### src/rtl/ism_pkg.sv
// ============================================================================
// Integer stack machine package
// Shared sizes, operation and status codes, and the command and status
// structures that pass between the controller and the datapath.
// ============================================================================
package ism_pkg;

   // Number of entries the stack can hold.
   localparam int STACK_DEPTH = 64;

   // Width of the internal entry counter, wide enough to hold STACK_DEPTH.
   localparam int CNT_W = $clog2(STACK_DEPTH + 1);

   // Width of a memory address.
   localparam int ADDR_W = (STACK_DEPTH > 1) ? $clog2(STACK_DEPTH) : 1;

   // Fixed field widths.
   localparam int VALUE_W = 32;
   localparam int ENTRY_W = 7;
   localparam int MODE_W  = 2;
   localparam int STAT_W  = 2;

   typedef enum logic [MODE_W-1:0] {
      OP_PUSH = 2'd0,
      OP_POP  = 2'd1,
      OP_ADD  = 2'd2,
      OP_SWAP = 2'd3
   } op_type;

   typedef enum logic [STAT_W-1:0] {
      ST_OK        = 2'd0,
      ST_UNDERFLOW = 2'd1,
      ST_TOO_FEW   = 2'd2,
      ST_OVERFLOW  = 2'd3
   } status_type;

   // Commands from the controller to the datapath.
   typedef struct packed {
      logic load_en;   // capture the incoming transaction
      logic exec_en;   // apply the operation to the cached top and the memory
      logic fill_en;   // reload the second entry from memory
      logic emit_en;   // load the result register
   } ctrl_cmd_type;

   // Status from the datapath to the controller.
   typedef struct packed {
      logic need_fill; // the operation leaves a hole in the second entry
   } dp_status_type;

endpackage

### src/rtl/ism_datapath.sv
// ============================================================================
// Integer stack machine datapath
// Holds the top two entries in registers, the deeper entries in a memory,
// the entry count and the result register.
// ============================================================================
module ism_datapath (
   input  logic                               clock,
   input  logic                               reset,
   input  ism_pkg::ctrl_cmd_type              cmd,
   output ism_pkg::dp_status_type             dp_status,
   input  logic [ism_pkg::MODE_W-1:0]         req_mode,
   input  logic signed [ism_pkg::VALUE_W-1:0] req_value,
   output logic [ism_pkg::STAT_W-1:0]         rsp_status,
   output logic signed [ism_pkg::VALUE_W-1:0] rsp_top_value,
   output logic [ism_pkg::ENTRY_W-1:0]        rsp_entry_count
);

   // Deeper entries; entry k of the stack lives at address k.
   logic [ism_pkg::VALUE_W-1:0] stack_mem [ism_pkg::STACK_DEPTH];

   ism_pkg::op_type                 op_ff;
   logic [ism_pkg::VALUE_W-1:0]     value_ff;
   logic [ism_pkg::VALUE_W-1:0]     tos_ff;
   logic [ism_pkg::VALUE_W-1:0]     nos_ff;
   logic [ism_pkg::CNT_W-1:0]       count_ff;
   logic [ism_pkg::CNT_W-1:0]       count_in;
   ism_pkg::status_type             stat_ff;
   logic [ism_pkg::VALUE_W-1:0]     rd_data_ff;
   logic [ism_pkg::STAT_W-1:0]      rsp_status_ff;
   logic [ism_pkg::VALUE_W-1:0]     rsp_top_ff;
   logic [ism_pkg::ENTRY_W-1:0]     rsp_count_ff;

   logic                            is_full;
   logic                            is_empty;
   logic                            has_two;
   logic [ism_pkg::ADDR_W-1:0]      wr_addr;
   logic [ism_pkg::ADDR_W-1:0]      rd_addr;
   logic                            wr_en;

   assign is_full  = (count_ff == ism_pkg::CNT_W'(ism_pkg::STACK_DEPTH));
   assign is_empty = (count_ff == '0);
   assign has_two  = (count_ff >= ism_pkg::CNT_W'(2));

   // The second entry spills to address count-2 on a push; the entry that
   // becomes the new second one after a pop or add sits at count-3.
   assign wr_addr = ism_pkg::ADDR_W'(count_ff - ism_pkg::CNT_W'(2));
   assign rd_addr = ism_pkg::ADDR_W'(count_ff - ism_pkg::CNT_W'(3));
   assign wr_en   = cmd.exec_en && (op_ff == ism_pkg::OP_PUSH) && !is_full && has_two;

   assign dp_status.need_fill = ((op_ff == ism_pkg::OP_POP) || (op_ff == ism_pkg::OP_ADD))
                                && (count_ff >= ism_pkg::CNT_W'(3));

   always_ff @(posedge clock) begin
      if (wr_en) begin
         stack_mem[wr_addr] <= nos_ff;
      end
      rd_data_ff <= stack_mem[rd_addr];
   end

   always_comb begin
      count_in = count_ff;
      if (cmd.exec_en) begin
         unique case (op_ff)
            ism_pkg::OP_PUSH: begin
               if (!is_full) begin
                  count_in = count_ff + ism_pkg::CNT_W'(1);
               end
            end
            ism_pkg::OP_POP: begin
               if (!is_empty) begin
                  count_in = count_ff - ism_pkg::CNT_W'(1);
               end
            end
            ism_pkg::OP_ADD: begin
               if (has_two) begin
                  count_in = count_ff - ism_pkg::CNT_W'(1);
               end
            end
            ism_pkg::OP_SWAP: begin
               count_in = count_ff;
            end
            default: begin
               count_in = count_ff;
            end
         endcase
      end
   end

   always_ff @(posedge clock) begin
      if (reset) begin
         count_ff <= '0;
      end else begin
         count_ff <= count_in;
      end
   end

   always_ff @(posedge clock) begin
      if (cmd.load_en) begin
         op_ff    <= ism_pkg::op_type'(req_mode);
         value_ff <= req_value;
      end
      if (cmd.exec_en) begin
         unique case (op_ff)
            ism_pkg::OP_PUSH: begin
               if (is_full) begin
                  stat_ff <= ism_pkg::ST_OVERFLOW;
               end else begin
                  stat_ff <= ism_pkg::ST_OK;
                  nos_ff  <= tos_ff;
                  tos_ff  <= value_ff;
               end
            end
            ism_pkg::OP_POP: begin
               if (is_empty) begin
                  stat_ff <= ism_pkg::ST_UNDERFLOW;
               end else begin
                  stat_ff <= ism_pkg::ST_OK;
                  tos_ff  <= nos_ff;
               end
            end
            ism_pkg::OP_ADD: begin
               if (!has_two) begin
                  stat_ff <= ism_pkg::ST_TOO_FEW;
               end else begin
                  stat_ff <= ism_pkg::ST_OK;
                  tos_ff  <= tos_ff + nos_ff;
               end
            end
            ism_pkg::OP_SWAP: begin
               if (!has_two) begin
                  stat_ff <= ism_pkg::ST_TOO_FEW;
               end else begin
                  stat_ff <= ism_pkg::ST_OK;
                  tos_ff  <= nos_ff;
                  nos_ff  <= tos_ff;
               end
            end
            default: begin
               stat_ff <= ism_pkg::ST_OK;
            end
         endcase
      end
      if (cmd.fill_en) begin
         nos_ff <= rd_data_ff;
      end
      if (cmd.emit_en) begin
         rsp_status_ff <= stat_ff;
         rsp_top_ff    <= is_empty ? '0 : tos_ff;
         rsp_count_ff  <= ism_pkg::ENTRY_W'(count_ff);
      end
   end

   assign rsp_status      = rsp_status_ff;
   assign rsp_top_value   = rsp_top_ff;
   assign rsp_entry_count = rsp_count_ff;

endmodule

### src/rtl/ism_ctrl.sv
// ============================================================================
// Integer stack machine controller
// Sequences one transaction at a time through execute, optional refill of
// the second entry, and hand-off to the result register.
// ============================================================================
module ism_ctrl (
   input  logic                   clock,
   input  logic                   reset,
   input  logic                   req_valid,
   output logic                   req_ready,
   output logic                   rsp_valid,
   input  logic                   rsp_ready,
   input  ism_pkg::dp_status_type dp_status,
   output ism_pkg::ctrl_cmd_type  cmd
);

   typedef enum logic [1:0] {
      S_IDLE,
      S_EXEC,
      S_FILL,
      S_EMIT
   } state_type;

   state_type state_ff;
   logic      req_ready_ff;
   logic      rsp_valid_ff;
   logic      slot_free;

   assign slot_free = !rsp_valid_ff || rsp_ready;

   assign cmd.load_en = req_valid && req_ready_ff;
   assign cmd.exec_en = (state_ff == S_EXEC);
   assign cmd.fill_en = (state_ff == S_FILL);
   assign cmd.emit_en = (state_ff == S_EMIT) && slot_free;

   always_ff @(posedge clock) begin
      if (reset) begin
         state_ff     <= S_IDLE;
         req_ready_ff <= 1'b1;
         rsp_valid_ff <= 1'b0;
      end else begin
         if (cmd.emit_en) begin
            rsp_valid_ff <= 1'b1;
         end else if (rsp_valid_ff && rsp_ready) begin
            rsp_valid_ff <= 1'b0;
         end
         unique case (state_ff)
            S_IDLE: begin
               if (req_valid && req_ready_ff) begin
                  state_ff     <= S_EXEC;
                  req_ready_ff <= 1'b0;
               end
            end
            S_EXEC: begin
               state_ff <= dp_status.need_fill ? S_FILL : S_EMIT;
            end
            S_FILL: begin
               state_ff <= S_EMIT;
            end
            S_EMIT: begin
               if (slot_free) begin
                  req_ready_ff <= 1'b1;
                  state_ff     <= S_IDLE;
               end
            end
            default: begin
               state_ff <= S_IDLE;
            end
         endcase
      end
   end

   assign req_ready = req_ready_ff;
   assign rsp_valid = rsp_valid_ff;

endmodule

### src/rtl/integer_stack_machine_core.sv
// ============================================================================
// Integer stack machine core
// A bounded LIFO of signed 32-bit integers with push, pop, add and swap.
// ============================================================================
// Sequencing: an accepted transaction is executed and handed to the result
// register; only pop or add that leave two or more entries pass through a
// refill state between, for the registered read of the entry memory that
// refills the second cached entry. One transaction is in flight at a time, and
// the result register is loaded only once the previous result is taken.
// Reset is synchronous and active high; it empties the stack. Memory contents
// are not cleared, since no entry is read before it has been written.
// ============================================================================
module integer_stack_machine_core (
   input  logic                               clock,
   input  logic                               reset,
   input  logic                               req_valid,
   output logic                               req_ready,
   input  logic [ism_pkg::MODE_W-1:0]         req_mode,
   input  logic signed [ism_pkg::VALUE_W-1:0] req_value,
   output logic                               rsp_valid,
   input  logic                               rsp_ready,
   output logic [ism_pkg::STAT_W-1:0]         rsp_status,
   output logic signed [ism_pkg::VALUE_W-1:0] rsp_top_value,
   output logic [ism_pkg::ENTRY_W-1:0]        rsp_entry_count
);

   // The controller sequences each transaction and owns both handshakes;
   // the datapath owns the stack contents and the result payload.
   ism_pkg::ctrl_cmd_type  cmd;
   ism_pkg::dp_status_type dp_status;

   ism_ctrl u_ctrl (
      .clock     (clock),
      .reset     (reset),
      .req_valid (req_valid),
      .req_ready (req_ready),
      .rsp_valid (rsp_valid),
      .rsp_ready (rsp_ready),
      .dp_status (dp_status),
      .cmd       (cmd)
   );

   // The top two entries are cached in registers so that push and swap
   // never touch the memory read port; only a pop or add that exposes a
   // deeper entry passes through the refill state for the memory read.
   ism_datapath u_datapath (
      .clock           (clock),
      .reset           (reset),
      .cmd             (cmd),
      .dp_status       (dp_status),
      .req_mode        (req_mode),
      .req_value       (req_value),
      .rsp_status      (rsp_status),
      .rsp_top_value   (rsp_top_value),
      .rsp_entry_count (rsp_entry_count)
   );

   // Only one transaction is in flight, so acceptance closes the input.
   a_one_in_flight: assert property (@(posedge clock) disable iff (reset)
      (req_valid && req_ready) |=> !req_ready)
      else $error("input accepted while a transaction is in flight");

   // An empty stack reports a zero top value.
   a_empty_top_zero: assert property (@(posedge clock) disable iff (reset)
      (rsp_valid && (rsp_entry_count == '0)
       && (rsp_status != ism_pkg::ST_OVERFLOW)) |-> (rsp_top_value == '0))
      else $error("nonzero top value reported for an empty stack");

   // Overflow is only reported with the stack full.
   a_overflow_full: assert property (@(posedge clock) disable iff (reset)
      (rsp_valid && (rsp_status == ism_pkg::ST_OVERFLOW))
      |-> (rsp_entry_count == ism_pkg::ENTRY_W'(ism_pkg::STACK_DEPTH)))
      else $error("overflow reported while the stack is not full");

   // Underflow is only reported with the stack empty.
   a_underflow_empty: assert property (@(posedge clock) disable iff (reset)
      (rsp_valid && (rsp_status == ism_pkg::ST_UNDERFLOW)) |-> (rsp_entry_count == '0))
      else $error("underflow reported while the stack holds entries");

endmodule
### config.mk
export PLATFORM = sky130hd
export DESIGN_NAME = integer_stack_machine_core
export DESIGN_NICKNAME = d
export VERILOG_FILES = /design/src/rtl/ism_pkg.sv /design/src/rtl/ism_datapath.sv /design/src/rtl/ism_ctrl.sv /design/src/rtl/integer_stack_machine_core.sv
export SDC_FILE = /design/constraint.sdc
export NUM_CORES = 2
export LEC_CHECK = 0
export ABC_AREA = 1
export BUFFER_PORTS_ARGS = -buffer_cell sky130_fd_sc_hd__buf_2
export CORE_UTILIZATION = 55
export CTS_CLUSTER_DIAMETER = 80
export DETAILED_ROUTE_END_ITERATION = 12
export PLACE_DENSITY = 0.68
export REMOVE_ABC_BUFFERS = 1
export SYNTH_ARGS = -nofsm -noshare
export SYNTH_HDL_FRONTEND = slang
export SYNTH_SLANG_ARGS = --single-unit
### constraint.sdc
create_clock -name clock -period 6.5 [get_ports clock]
set_input_delay 0.65 -clock clock [delete_from_list [all_inputs] [get_ports clock]]
set_output_delay 0.65 -clock clock [all_outputs]
set_load 0.02 [all_outputs]
==> impl_metrics.tcl <==
set metrics [dict create \
    clk_pin_slew_ns 0.06 \
    grt.busiest_layer "met2" \
    switching_share 0.418 \
    ios 81 \
    synthArstFlopShare 0 \
    start_util 0.554 \
    fmax_mhz 195 \
    syn_area_per_cell_um2 12.2 \
    ctsHtreeMaxLevel 4 \
    clock_path_buffers 3 \
    globalRouteOverflowTotal 0 \
    vias 61243 \
    yosysTopAreaCell "edfxtp_1" \
    hold_viol 0 \
    layout-drive-gt1-share 0.0802 \
    timing.slew.headroom 0.171 \
    maxCapViolations 0 \
    syn_area_um2 90200 \
    gp_congestion 0.942 \
    synth_cells 7397 \
    die_y_um 407 \
    cts_buffers 213 \
    synth_seq_cells 2232 \
    die_w_um 407 \
    skew_ns 0.0716 \
    core_um2 163000 \
    synth-seq-area-share 0.739 \
    stdcell_area_um2 100000 \
    synth_top_area_frac 0.729 \
    grt_max_degree 201 \
    status "completed" \
    use_met1 0.447 \
    grt_pass1_wl_um 382000 \
    stdcell_count 9773 \
    clock_latency_ns 0.89 \
    drt_first_pass_iters 8 \
    setup_viol 0 \
    worst_r2r_path_depth 10 \
    tightest_slew_ns 1.24 \
    dpl-instance-area_um2 93200 \
    grt_use_met2 0.474 \
    dp_hpwl_um 143000 \
    synth.top_cells.by_count "edfxtp_1 (2189), nor2_1 (1194), nand2_1 (1146)" \
    leakagePower_nw 34.5 \
    yosysMostFrequentCell "edfxtp_1" \
    rsz0062_at_grt "no" \
    wl_um 266000 \
    end_kind "flip-flop" \
    met3_usage 0.0719 \
    drcViolationCount 0 \
    fin_crit_sh 0.788 \
    cp_max_fo 179 \
    pwr-share-clk 0.243 \
    pwr-share-seq 0.369 \
    powerDensity_nw_per_um2 501 \
    cts-root-buf "clkbuf_16" \
    grt_pass1_vias 57486 \
    ys.flop_type "edfxtp_1" \
    ir_drop_mv 0.490 \
    slew_violations 0 \
    fin_tns_setup_ns 0 \
    fin_nets 7505 \
    p_comb_frac 0.388 \
    hold_class "input pin to flip-flop" \
    worstPathRequired_ns 7.04 \
    startpoint_type "flip-flop" \
    rows 148 \
    critPathKind "flip-flop to flip-flop" \
    port_buffers 80 \
    antenna_found_initial 13 \
    yosys-top-cells-area "edfxtp_1 (73%), o21ai_0 (6.0%), nor2_1 (5.0%)" \
    routedWlPerCell_um 27.2 \
    synthToLayoutAreaGrowth_pct 11.3 \
    layout_min_cycle_time_ns 5.12 \
    synth.distinct_cells 32 \
    synth_edf_count 2189 \
    drt_iter0_markers 9014 \
    ctsResizeCount 0 \
    ys_warn_count 0 \
    antenna_left 0 \
    internal_power_mw 29.2 \
    die_area_um2 166000 \
    utilization 0.616 \
    track_usage 0.319 \
    clock_sinks 2232 \
    place_inst 9341 \
    worstPathArrival_ns 5.66 \
    p_switching_mw 21.0 \
    viasPerCell 6.27 \
    post-cts-setup-buffers 0 \
    min_delay_path_depth 4 \
    cts_tree "yes" \
]
[kinds of logic (layout without fill, tap and decap cells)]
logic type | count (synthesis) | in the layout | share of synthesized area
AOI/OAI and AO/OA | 1721 | 1721 | 0.103
xor gates and xnor gates | 10 | 10 | 0.00114
adders and majority gates | 51 | 51 | 0.00724
buffers and inverters | 664 | 863 | 0.0314
DFF | 2232 | 2232 | 0.739
other | 0 | 2 | 0
and+or+nand+nor | 2719 | 2719 | 0.119
[path summary, 6_finish.rpt]
check                                                    startpoint                                endpoint  slack [ns]
worst max-delay path            u_datapath.count_ff[0]$_SDFFE_PP0P_  u_datapath.stack_mem[20][24]$_DFFE_PP_        1.38
worst min-delay path                                      rsp_ready           u_ctrl.rsp_valid$_SDFFE_PP0P_        0.09
worst max register to register  u_datapath.count_ff[0]$_SDFFE_PP0P_  u_datapath.stack_mem[20][24]$_DFFE_PP_        1.38
worst min register to register      u_datapath.stat_ff[1]$_DFFE_PP_      u_datapath.rsp_status[1]$_DFFE_PP_        0.46
[worst max-delay path, cell delays in order, from the launching register on]
cell	delay, ns
dfxtp_4	0.92
inv_8	0.50
ha_4	0.36
inv_1	0.05
nor2_1	0.06
nand3_1	0.10
nand4_1	0.29
nor2_1	0.33
nand2_1	0.75
nor2_4	0.84
buf_4	0.42
[per-stage QoR]
stage | power, mW | worst slack, ns | hold WS [ns]
final | 50.2 | 1.38 | 0.0915
after global placement | 37.3 | 1.61 | 0.444
after CTS | 49.7 | 1.55 | 0.0491
after detailed placement | 37.6 | 1.56 | 0.411
after global routing | 52.0 | 1.22 | 0.101
after floorplan | 28.5 | -56.57 | 0.400
[sequential cells by signal, summed over array words and instances (netlist names)]
signal and flops:
u_datapath.nos_ff 32, u_datapath.tos_ff 32, u_datapath.stack_mem 2048, u_ctrl.state_ff 2, u_datapath.rsp_entry_count 7, u_ctrl.req_ready 1, u_datapath.stat_ff 2, u_datapath.rsp_top_value 32
u_datapath.op_ff 2, u_datapath.rsp_status 2, u_ctrl.rsp_valid 1, u_datapath.rd_data_ff 32, u_datapath.value_ff 32, u_datapath.count_ff 7
[placed cells by master (no fill, tap or decap), types with 3 or more instances in the layout]
| cell type | count |
|---|---|
| a21o_1 | 3 |
| a21oi_1 | 122 |
| buf_12 | 16 |
| buf_2 | 80 |
| buf_4 | 141 |
| bufinv_16 | 15 |
| clkbuf_1 | 62 |
| clkbuf_16 | 216 |
| clkbuf_8 | 5 |
| clkinv_1 | 45 |
| clkinv_16 | 6 |
| clkinv_2 | 36 |
| clkinvlp_4 | 4 |
| dfxtp_1 | 42 |
| dlygate4sd3_1 | 35 |
| edfxtp_1 | 2189 |
| ha_1 | 47 |
| inv_1 | 190 |
| inv_16 | 3 |
| inv_6 | 3 |
| inv_8 | 3 |
| nand2_1 | 1145 |
| nand3_1 | 359 |
| nand3b_1 | 4 |
| nand4_1 | 7 |
| nor2_1 | 1130 |
| nor2_4 | 64 |
| nor3_1 | 4 |
| o21ai_0 | 1075 |
| o21ai_1 | 7 |
| o21bai_1 | 4 |
| o22ai_1 | 505 |
| or2_2 | 4 |
| xor2_1 | 5 |
[power groups by stage]
stage	combinational, mW	clock, mW	sequential, mW
2_1_floorplan	8.99	0	19.5
3_3_place_gp	18.5	0	18.8
3_5_place_dp	18.8	0	18.8
4_1_cts	19.0	12.3	18.5
5_1_grt	20.7	12.8	18.5
6_report	19.5	12.2	18.5
[what timing repair did]
action,CTS,global route
hold endpoints to repair,38,0
hold buffers,35,0
endpoints found under the setup margin,0,0
[area by class of cell]
| type | count | area [um^2] |
|---|---|---|
| antenna | 2 | 5.00 |
| clock buffer | 283 | 5710 |
| clock inverter | 112 | 1110 |
| fill | 12362 | 62400 |
| inverter | 196 | 762 |
| multi-input combinational | 4501 | 21300 |
| sequential | 2232 | 66600 |
| tap | 2175 | 2720 |
| timing repair buffer | 272 | 2130 |
[layer usage]
layer  part of all wire  wire (um)
met5            0.00015         39
met1               0.38     101000
met3               0.12      31600
met4              0.052      13700
met2               0.45     119000
Note: power is estimated with default switching activity, not from simulation.
